**config.mk**
```make
export PLATFORM = sky130hd
export DESIGN_NAME = four_square_decomposition
export DESIGN_NICKNAME = d
export VERILOG_FILES = /design/src/fsq_pkg.sv /design/src/four_square_decomposition.sv
export SDC_FILE = /design/constraint.sdc
export NUM_CORES = 1
export LEC_CHECK = 0
export BUFFER_PORTS_ARGS = -buffer_cell sky130_fd_sc_hd__buf_2
export CAP_MARGIN = 10
export CELL_PAD_IN_SITES_DETAIL_PLACEMENT = 0
export CELL_PAD_IN_SITES_GLOBAL_PLACEMENT = 1
export CORE_MARGIN = 2
export CORE_UTILIZATION = 54
export CTS_BUF_LIST = sky130_fd_sc_hd__clkbuf_8 sky130_fd_sc_hd__clkbuf_16
export DETAILED_ROUTE_END_ITERATION = 7
export GPL_ROUTABILITY_DRIVEN = 0
export PLACE_DENSITY = 0.95
export SYNTH_ARGS = -nofsm -noshare
export SYNTH_HDL_FRONTEND = slang
export SYNTH_SLANG_ARGS = --single-unit
```
**constraint.sdc**
```tcl
create_clock -name clk -period 17.1 [get_ports clk]
set_input_delay 3.42 -clock clk [delete_from_list [all_inputs] [get_ports clk]]
set_output_delay 3.42 -clock clk [all_outputs]
set_load 0.005 [all_outputs]
```
**src/fsq_pkg.sv**
```systemverilog
// Shared constants, types and the sequencer program of the four-square decomposition block.
package fsq_pkg;

	localparam int TARGET_BITS = 24;
	localparam int ROOT_BITS = (TARGET_BITS + 1) / 2;
	localparam int CNT_W = ROOT_BITS + 1;
	localparam int SQ_W = 2 * ROOT_BITS + 1;
	localparam int SUM_W = 2 * ROOT_BITS + 3;
	localparam int SQRT_W = 2 * ROOT_BITS;
	localparam int ITER_W = $clog2(ROOT_BITS);
	localparam int ITER_LAST = ROOT_BITS - 1;

	localparam int IN_W = 24;
	localparam int ROOT_FIELD_W = 12;
	localparam int LAST_FIELD_W = 13;
	localparam int OUT_DATA_W = 56;

	typedef enum logic [3:0] {
		STEP_IDLE,
		STEP_A_CHECK,
		STEP_B_CHECK,
		STEP_C_CHECK,
		STEP_SQRT,
		STEP_TEST,
		STEP_A_NEXT,
		STEP_B_NEXT,
		STEP_DONE
	} step_t;

	typedef enum logic [2:0] {
		COND_ALWAYS,
		COND_IN_VALID,
		COND_A_LT,
		COND_B_LT,
		COND_C_OK,
		COND_SQRT_LAST,
		COND_REM_ZERO,
		COND_OUT_FREE
	} cond_t;

	typedef enum logic [3:0] {
		OP_NONE,
		OP_LOAD,
		OP_CLR_B,
		OP_CLR_C,
		OP_SQRT_INIT,
		OP_SQRT_STEP,
		OP_SET_HIT,
		OP_INC_A,
		OP_INC_B,
		OP_INC_C,
		OP_EMIT
	} op_t;

	typedef struct packed {
		cond_t cond;
		op_t   op_true;
		step_t next_true;
		op_t   op_false;
		step_t next_false;
	} ctrl_t;

	function automatic ctrl_t ucode(input step_t step);
		ctrl_t w;
		w = '{COND_ALWAYS, OP_NONE, STEP_IDLE, OP_NONE, STEP_IDLE};
		case (step)
			STEP_IDLE:    w = '{COND_IN_VALID, OP_LOAD, STEP_A_CHECK, OP_NONE, STEP_IDLE};
			STEP_A_CHECK: w = '{COND_A_LT, OP_CLR_B, STEP_B_CHECK, OP_NONE, STEP_DONE};
			STEP_B_CHECK: w = '{COND_B_LT, OP_CLR_C, STEP_C_CHECK, OP_NONE, STEP_A_NEXT};
			STEP_C_CHECK: w = '{COND_C_OK, OP_SQRT_INIT, STEP_SQRT, OP_NONE, STEP_B_NEXT};
			STEP_SQRT:    w = '{COND_SQRT_LAST, OP_SQRT_STEP, STEP_TEST,
				OP_SQRT_STEP, STEP_SQRT};
			STEP_TEST:    w = '{COND_REM_ZERO, OP_SET_HIT, STEP_DONE, OP_INC_C, STEP_C_CHECK};
			STEP_A_NEXT:  w = '{COND_ALWAYS, OP_INC_A, STEP_A_CHECK, OP_INC_A, STEP_A_CHECK};
			STEP_B_NEXT:  w = '{COND_ALWAYS, OP_INC_B, STEP_B_CHECK, OP_INC_B, STEP_B_CHECK};
			STEP_DONE:    w = '{COND_OUT_FREE, OP_EMIT, STEP_IDLE, OP_NONE, STEP_DONE};
			default:      w = '{COND_ALWAYS, OP_NONE, STEP_IDLE, OP_NONE, STEP_IDLE};
		endcase
		return w;
	endfunction

endpackage

```
**src/four_square_decomposition.sv**
```systemverilog
// Microcoded search that splits one target into four squares.
// Run time is data dependent: a candidate triple with a non-negative remainder runs the full
// bit-serial square root, and each pass of the middle or outer loop adds its checks and
// advance; loading and delivering follow, plus any m_tready wait.
// One transaction is processed at a time; the next is taken while a result waits.
// Reset clears the step counter and the output valid flag.
module four_square_decomposition (
	input  logic        clk,
	input  logic        arst_n,
	input  logic        s_tvalid,
	output logic        s_tready,
	input  logic [23:0] s_tdata,  // [23:0] target
	output logic        m_tvalid,
	input  logic        m_tready,
	output logic [55:0] m_tdata,  // [11:0] first_root, [23:12] second_root,
	                              // [35:24] third_root, [48:36] fourth_root, rest zero
	output logic        m_tuser   // [0] found
);

	fsq_pkg::step_t pc_q, pc_next;
	fsq_pkg::ctrl_t ctrl;
	fsq_pkg::op_t   op;
	logic           cond_ok;

	logic [fsq_pkg::TARGET_BITS-1:0] n_q;
	logic [fsq_pkg::CNT_W-1:0]       a_q, b_q, c_q;
	logic [fsq_pkg::SQ_W-1:0]        a2_q, b2_q, c2_q;
	logic [fsq_pkg::SQRT_W-1:0]      v_q, r_q, bit_q;
	logic [fsq_pkg::ITER_W-1:0]      iter_q;
	logic                            hit_q;
	logic                            out_valid_q;

	logic [fsq_pkg::SUM_W-1:0]  n_ext, sum_abc, rem;
	logic [fsq_pkg::SQRT_W-1:0] trial;
	logic                       a_lt, b_lt, c_ok, out_free;

	assign n_ext    = fsq_pkg::SUM_W'(n_q);
	assign sum_abc  = fsq_pkg::SUM_W'(a2_q) + fsq_pkg::SUM_W'(b2_q) + fsq_pkg::SUM_W'(c2_q);
	assign rem      = n_ext - sum_abc;
	assign a_lt     = fsq_pkg::SUM_W'(a2_q) < n_ext;
	assign b_lt     = fsq_pkg::SUM_W'(b2_q) < n_ext;
	assign c_ok     = (fsq_pkg::SUM_W'(c2_q) < n_ext) && (sum_abc <= n_ext);
	assign trial    = r_q + bit_q;
	assign out_free = !out_valid_q || m_tready;

	assign ctrl = fsq_pkg::ucode(pc_q);

	always_comb begin
		case (ctrl.cond)
			fsq_pkg::COND_ALWAYS:    cond_ok = 1'b1;
			fsq_pkg::COND_IN_VALID:  cond_ok = s_tvalid;
			fsq_pkg::COND_A_LT:      cond_ok = a_lt;
			fsq_pkg::COND_B_LT:      cond_ok = b_lt;
			fsq_pkg::COND_C_OK:      cond_ok = c_ok;
			fsq_pkg::COND_SQRT_LAST: cond_ok = (iter_q == fsq_pkg::ITER_W'(fsq_pkg::ITER_LAST));
			fsq_pkg::COND_REM_ZERO:  cond_ok = (v_q == '0);
			fsq_pkg::COND_OUT_FREE:  cond_ok = out_free;
			default:                 cond_ok = 1'b0;
		endcase
	end

	always_comb begin
		pc_next = cond_ok ? ctrl.next_true : ctrl.next_false;
	end

	always_comb begin
		op       = cond_ok ? ctrl.op_true : ctrl.op_false;
		s_tready = (pc_q == fsq_pkg::STEP_IDLE);
	end

	always_ff @(posedge clk or negedge arst_n) begin
		if (!arst_n) begin
			pc_q <= fsq_pkg::STEP_IDLE;
		end else begin
			pc_q <= pc_next;
		end
	end

	always_ff @(posedge clk or negedge arst_n) begin
		if (!arst_n) begin
			out_valid_q <= 1'b0;
		end else if (op == fsq_pkg::OP_EMIT) begin
			out_valid_q <= 1'b1;
		end else if (m_tready) begin
			out_valid_q <= 1'b0;
		end
	end

	always_ff @(posedge clk) begin
		case (op)
			fsq_pkg::OP_LOAD: begin
				n_q   <= fsq_pkg::TARGET_BITS'(s_tdata);
				a_q   <= '0;
				a2_q  <= '0;
				hit_q <= 1'b0;
			end
			fsq_pkg::OP_CLR_B: begin
				b_q  <= '0;
				b2_q <= '0;
			end
			fsq_pkg::OP_CLR_C: begin
				c_q  <= '0;
				c2_q <= '0;
			end
			fsq_pkg::OP_SQRT_INIT: begin
				v_q    <= fsq_pkg::SQRT_W'(rem);
				r_q    <= '0;
				bit_q  <= fsq_pkg::SQRT_W'(1) << (fsq_pkg::SQRT_W - 2);
				iter_q <= '0;
			end
			fsq_pkg::OP_SQRT_STEP: begin
				if (v_q >= trial) begin
					v_q <= v_q - trial;
					r_q <= (r_q >> 1) + bit_q;
				end else begin
					r_q <= r_q >> 1;
				end
				bit_q  <= bit_q >> 2;
				iter_q <= iter_q + fsq_pkg::ITER_W'(1);
			end
			fsq_pkg::OP_SET_HIT: begin
				hit_q <= 1'b1;
			end
			fsq_pkg::OP_INC_A: begin
				a_q  <= a_q + fsq_pkg::CNT_W'(1);
				a2_q <= a2_q + fsq_pkg::SQ_W'({a_q, 1'b1});
			end
			fsq_pkg::OP_INC_B: begin
				b_q  <= b_q + fsq_pkg::CNT_W'(1);
				b2_q <= b2_q + fsq_pkg::SQ_W'({b_q, 1'b1});
			end
			fsq_pkg::OP_INC_C: begin
				c_q  <= c_q + fsq_pkg::CNT_W'(1);
				c2_q <= c2_q + fsq_pkg::SQ_W'({c_q, 1'b1});
			end
			fsq_pkg::OP_EMIT: begin
				if (hit_q) begin
					m_tdata <= fsq_pkg::OUT_DATA_W'({fsq_pkg::LAST_FIELD_W'(r_q),
						fsq_pkg::ROOT_FIELD_W'(c_q), fsq_pkg::ROOT_FIELD_W'(b_q),
						fsq_pkg::ROOT_FIELD_W'(a_q)});
				end else begin
					m_tdata <= '0;
				end
				m_tuser <= hit_q;
			end
			default: begin
			end
		endcase
	end

	assign m_tvalid = out_valid_q;

endmodule
```
After elaboration in Yosys (flattened, before gate mapping)
Memories as Yosys holds them, arrays and structs flattened. Cells that the tools add are included.

Logic and storage cells: 86. Bits in latches: 0. Register bits after elaboration: 277. Memories: 1. Output and inout bits: 59. Input bits: 28. Memory bits (writable): 0. Bits in read-only memories: 304.

Reductions and logical operators: 13. $lt $le $gt $ge: 5. $mul: 0. Shifts and indexed selects: 0. Divide/modulo/power cells: 0. Bitwise operators: 0. Add/subtract/negate cells: 13. Multiplexer cells: 18. Equal/unequal tests: 19.

Memory list: (name not given) (depth 16, bits a word 19, rd ports 1, clocked after memory_dff 0, write ports 0, RTL line fsq_pkg.sv:66) `case (step)`.

Operators by type and width (count): $pmux 25 s2 (3); $pmux 24 s2 (3); $pmux 13 s2 (3); $add 25x14->25 (3); $lt 25x24->1 (3); $mux 24 (2); $sub 24x24->24 (2); $add 13x1->13 const B (3); $add 26x25->27 (1); $le 27x24->1 (1); $add 25x25->26 (1); $add 23x24->24 (1); $add 24x24->24 (1); $ge 24x24->1 (1); $logic_not 24->1 (1); $eq 4x3->1 const B (4); $eq 4x4->1 const B (4); $eq 3x3->1 const B (4); $reduce_bool 2->1 (6); $eq 4x2->1 const B (2); $mux 4 (2); $pmux 1 s8 (1); $pmux 4 s2 (1); $eq 3x2->1 const B (2); 12 further kinds (13).

Logic depth before layout (Yosys ltp)
Word-level depth: 9. Mapped depth: 30. Depth with buffers taken out: 27.

Worst setup path before layout
No wires, ideal clock.

Path type: flip-flop to flip-flop. Start: register b2_q[1] (netlist bit). End: register a2_q[0] (netlist bit), enable pin. Stages on the path, launching flop included: 28. Data required time: 16.699 ns. Arrival: 7.338 ns. Library setup time: 0.401 ns. Slack: 9.361 ns. Path buffers: 0. Period minus slack after synthesis: 7.739 ns. Cells stage by stage: edfxtp_1 inv_1 fa_1 inv_1 ha_1 inv_1 fa_1 nor2b_1 o21a_1 nor2_1 a21oi_1 nor2_1 nor2b_1 o21ai_0 a21boi_0 o21ai_0 a21oi_1 ha_1 nand2_1 nor4_1 nand4_1 o21ai_0 a21oi_1 nand4b_1 o21ai_2 nand2_1 nor3b_1 nand2b_1.

Longest elaborated chain between the ends: 8. Elaborated cells between the ends (all ways): 10. Classes of those cells: 2 x add/sub; 2 x order compare; 2 x eq/ne; 2 x mux; 2 x reduce/logical.

RTL lines: start: declaration (RTL line four_square_decomposition.sv:27) `logic [fsq_pkg::SQ_W-1:0] a2_q, b2_q, c2_q;`; start signal: assignment (RTL line four_square_decomposition.sv:130) `b2_q <= b2_q + fsq_pkg::SQ_W'({b_q, 1'b1});`; $add 25x25->26 (RTL line four_square_decomposition.sv:38) `assign sum_abc = fsq_pkg::SUM_W'(a2_q) + fsq_pkg::SUM_W'(b2_q) + fsq_pkg::SUM_W'(c2_q);`; $add 26x25->27 (RTL line four_square_decomposition.sv:38); $le 27x24->1 (RTL line four_square_decomposition.sv:42) `assign c_ok = (fsq_pkg::SUM_W'(c2_q) < n_ext) && (sum_abc <= n_ext);`; $logic_and 1x1->1 (RTL line four_square_decomposition.sv:42); $pmux 1 s8 (*) (RTL line four_square_decomposition.sv:49) `case (ctrl.cond)`; $mux 4 (*) (RTL line four_square_decomposition.sv:67) `op = cond_ok ? ctrl.op_true : ctrl.op_false;`; $eq 4x1->1 or $eq 4x3->1 (tied branches) (RTL line four_square_decomposition.sv:90) `case (op)`; $reduce_bool 2->1 (no line) (*); end signal: assignment (RTL line four_square_decomposition.sv:126) `a2_q <= a2_q + fsq_pkg::SQ_W'({a_q, 1'b1});`; end: declaration (RTL line four_square_decomposition.sv:27).

Mark *: on every way between the ends. The rest lies on a longest branch, timed or not. A chain may end at the register's enable or synchronous reset.

Worst setup path in the final report
Start: register b2_q[1] (netlist bit). End: register v_q[0] (netlist bit), enable pin.

Longest elaborated chain between the ends: 9. Elaborated cells between the ends (all ways): 12. Classes of those cells: 2 x add/sub; 2 x order compare; 3 x eq/ne; 2 x mux; 3 x reduce/logical.

RTL lines: $add 25x25->26 (RTL line four_square_decomposition.sv:38); $add 26x25->27 (RTL line four_square_decomposition.sv:38); $le 27x24->1 (RTL line four_square_decomposition.sv:42); $logic_and 1x1->1 (RTL line four_square_decomposition.sv:42); $pmux 1 s8 (*) (RTL line four_square_decomposition.sv:49); $mux 4 (*) (RTL line four_square_decomposition.sv:67); $eq 4x3->1 (RTL line four_square_decomposition.sv:90); $ne 2x2->1 (no line) or $reduce_bool 2->1 (tied branches); $reduce_and 2->1 (no line) (*); end signal: assignment (RTL line four_square_decomposition.sv:106) `v_q <= fsq_pkg::SQRT_W'(rem);`; end signal: assignment (RTL line four_square_decomposition.sv:113) `v_q <= v_q - trial;`; end: declaration (RTL line four_square_decomposition.sv:28) `logic [fsq_pkg::SQRT_W-1:0] v_q, r_q, bit_q;`.

Marked as above.

==> reports/qor.csv <==
stage;metric;value;unit
floorplan;ioPinCount;87;
setup_path;cp.required;17.31;ns
floorplan;die_w;197;µm
setup_path;critical_path_class;register to register;
clock_network;root_buffer;clkbuf_16;
sta;slew_violations;0;
logic_synthesis;synthMostInstantiatedCell;edfxtp_1;
detailed_routing;drtIter0Drc;1033;
clock_network;h-tree-depth;1;
clock_network;worstSkewPairLatency;0.60;ns
floorplan;dieArea;38800;µm²
logic_synthesis;syn_avg_cell_area;10.1;µm²
cells_and_area;final_cell_area;22000;µm²
logic_synthesis;syn_inst;1995;
detailed_routing;firstDrtPassIters;7;
logic_synthesis;synth_area_leader_cell;edfxtp_1;
clock_network;cts_sinks;258;
grt;grt_pass1_wl;76600;µm
sta;layout_min_cycle_time;8.08;ns
logic_synthesis;synth_seq_cells;258;
setup_path;r2r_end;v_q[0];
grt;busiest_layer;met2;
grt;grt_usage;24.6;%
setup_path;critPathArrivalTime;8.28;ns
floorplan;die_height;197;µm
worst_hold_path;hold_class;register to register;
setup_path;reg2reg_depth;27;
setup_path;startpoint;b2_q[1];
floorplan;core-area;36600;µm²
setup_path;worstSetupEndpointType;register;
grt;met2_usage;42.3;%
cells_and_area;diodes;0;
placement;hpwlAfterDp;35900;µm
clock_network;cts_tree;yes;
floorplan;start_util;54.9;%
detailed_routing;ant_nets;0;
setup_path;cp-endpoint;v_q[0];
cells_and_area;area_delta_synth_final;9.41;%
logic_synthesis;yosysTopAreaCellShare;37.8;%
sta;setup_viol;0;
logic_synthesis;synth_area;20100;µm²
placement;portBuffers;79;
setup_path;critical_path.max_fanout;41;
cells_and_area;regArea;7720;µm²
detailed_routing;drt-total-wl;47700;µm
sta;finalSetupTns;0;ns
sta;hold_viol;0;
sta;fin_skew;0.0210;ns
logic_synthesis;ys_top_cells_by_area;edfxtp_1, ha_1, xor2_1;
logic_synthesis;synth_common_cells;edfxtp_1, nor2_1, ha_1, xor2_1, inv_1;
clock_network;cts-buffers-inserted;30;
detailed_routing;drc;0;
logic_synthesis;yosysWarnings;0;
setup_path;startpoint_type;register;
detailed_routing;vias;15200;
placement;dpl_cell_area;21000;µm²
cells_and_area;drive_above_1_share;8.95;%
run;maxCapViolCount;0;
logic_synthesis;yosysSeqAreaShare;38.4;%
grt;overflow;0;
clock_network;clk_pin_slew;0.07;ns
sta;worst_slack;9.02;ns
detailed_routing;post_drt_wl_per_cell;18.6;µm
placement;place_ws;9.05;ns
sta;worst_slew_pin_slew;1.14;ns
worst_hold_path;hold_depth;1;
sta;finalCritPeriodShare;47.2;%
setup_path;r2r_start;b2_q[1];
logic_synthesis;netlist-cell-type-count;80;
logic_synthesis;synth_edf_count;253;
cells_and_area;multiInputGateArea;11800;µm²
floorplan;rows;70;
grt;grt_max_degree;65;
clock_network;holdBufCountCts;0;
detailed_routing;vias_per_cell;5.93;
clock_network;cts.repair.resized;0;
grt;gr-usage-met3;2.64;%
grt;gr-usage-met1;32.3;%
cells_and_area;num-fill-cells;3024;
grt;grt_pass1_vias;15300;
sta;relSlewSlack;23.9;%
logic_synthesis;yosys_most_used_dff;edfxtp_1;
status;outcome;completed;
logic_synthesis;synthArstFlopShare;1.94;%
sta;rsz0062_at_grt;false;
setup_path;reg2reg_slack;9.02;ns
cells_and_area;fin_nets;2373;
grt;antenna_found_initial;0;
clock_network;cts_buffer_depth;3;
clock_network;cts_setup_buffers;0;
sta;max_freq;124;MHz
sta;whs;0.521;ns
[sequential cells by signal (all words and copies together), names as in the netlist]
name	count
m_tuser	1
iter_q	4
m_tdata	49
c_q	13
a_q	13
b2_q	25
bit_q	12
pc_q	4
v_q	24
hit_q	1
r_q	24
b_q	13
a2_q	25
c2_q	25
n_q	24
m_tvalid	1
[per-stage QoR]
| stage | util, % | std cells |
|---|---|---|
| 5_1_grt | 60.1 | 2568 |
| 3_5_place_dp | 57.3 | 2512 |
| 4_1_cts | 60.1 | 2568 |
| 3_3_place_gp | 57.3 | 2512 |
| 2_1_floorplan | - | 2001 |
| 6_report | 60.1 | 2568 |
[cells by family after synthesis]
kind of cell	Yosys count	synth area share (%)
simple gates	654	15.8
compound gates	421	14.1
fa+ha+maj	269	17.9
flops	258	38.4
xor+xnor	198	8.62
buf+inv	162	3.51
mux	32	1.67
other cells	1	0.0186
[critical path, stage by stage (launching register included)]
cell and delay [ns]:
edfxtp_1 0.42, inv_1 0.14, fa_1 0.42, inv_1 0.07, ha_1 0.19, inv_1 0.07, fa_1 0.40, nor2b_1 0.19
o21a_1 0.18, nor2_1 0.07, a21oi_1 0.22, nor2_1 0.10, nor2b_1 0.16, o21ai_0 0.11, a21boi_0 0.29, o21ai_0 0.16
a21oi_1 0.18, ha_1 0.26, nand2_1 0.11, nor4_1 0.43, nand4_1 0.13, o21ai_0 0.11, a21oi_1 0.08, nand4b_1 0.19
o21ai_2 0.76, nor4b_2 0.50, or2_2 0.86, o21a_1 0.88
[worst min path at each step]
stage	endpoint	slack (ns)	from
after floorplan	m_tuser	0.49	hit_q
after detailed placement	m_tvalid	0.51	m_tvalid
final	m_tvalid	0.52	m_tvalid
after CTS	m_tvalid	0.52	m_tvalid
after global placement	m_tvalid	0.50	m_tvalid
after global routing	m_tvalid	0.54	m_tvalid
[layout make-up]
class	count	area share (%)
flip-flops and latches	258	35.1
multi-input cells	1581	53.5
well taps	468	2.66
clock buffers	30	3.41
repair buffers	91	2.21
clock inverters	26	1.23
inverters	114	1.94
[layer usage]
| metal | up-vias | share of wire [%] |
|---|---|---|
| met4 | 0 | 3.5 |
| met2 | 419 | 48 |
| met1 | 7326 | 44 |
| met3 | 94 | 4.7 |
| li1 | 7393 | - |
| met5 | - | 0 |
[placed cells by master (no fill, tap or decap), types with 6 or more instances in the layout]
master	instances
o21ai_0	82
nand2b_1	21
buf_4	12
o21a_1	15
xnor2_1	78
nor4_1	13
nor2_1	239
nor3_1	33
a211o_1	8
or3_1	9
clkinv_1	6
clkbuf_16	30
inv_1	114
a31oi_1	23
o21bai_1	16
a211oi_2	10
and2_1	60
nand2_1	104
or2_2	11
a21o_1	51
a211oi_1	20
a21oi_1	110
fa_1	31
nand3_1	55
and3_1	27
mux2i_1	29
o211ai_1	11
nand4_1	20
a31o_2	6
clkinvlp_4	6
ha_1	238
nor2b_1	37
xor2_1	120
edfxtp_1	253
buf_2	79
conb_1	7
Power is left out: the tool's default activity adds up to more than one toggle a clock period on the data nets, which glitch-free logic cannot reach.
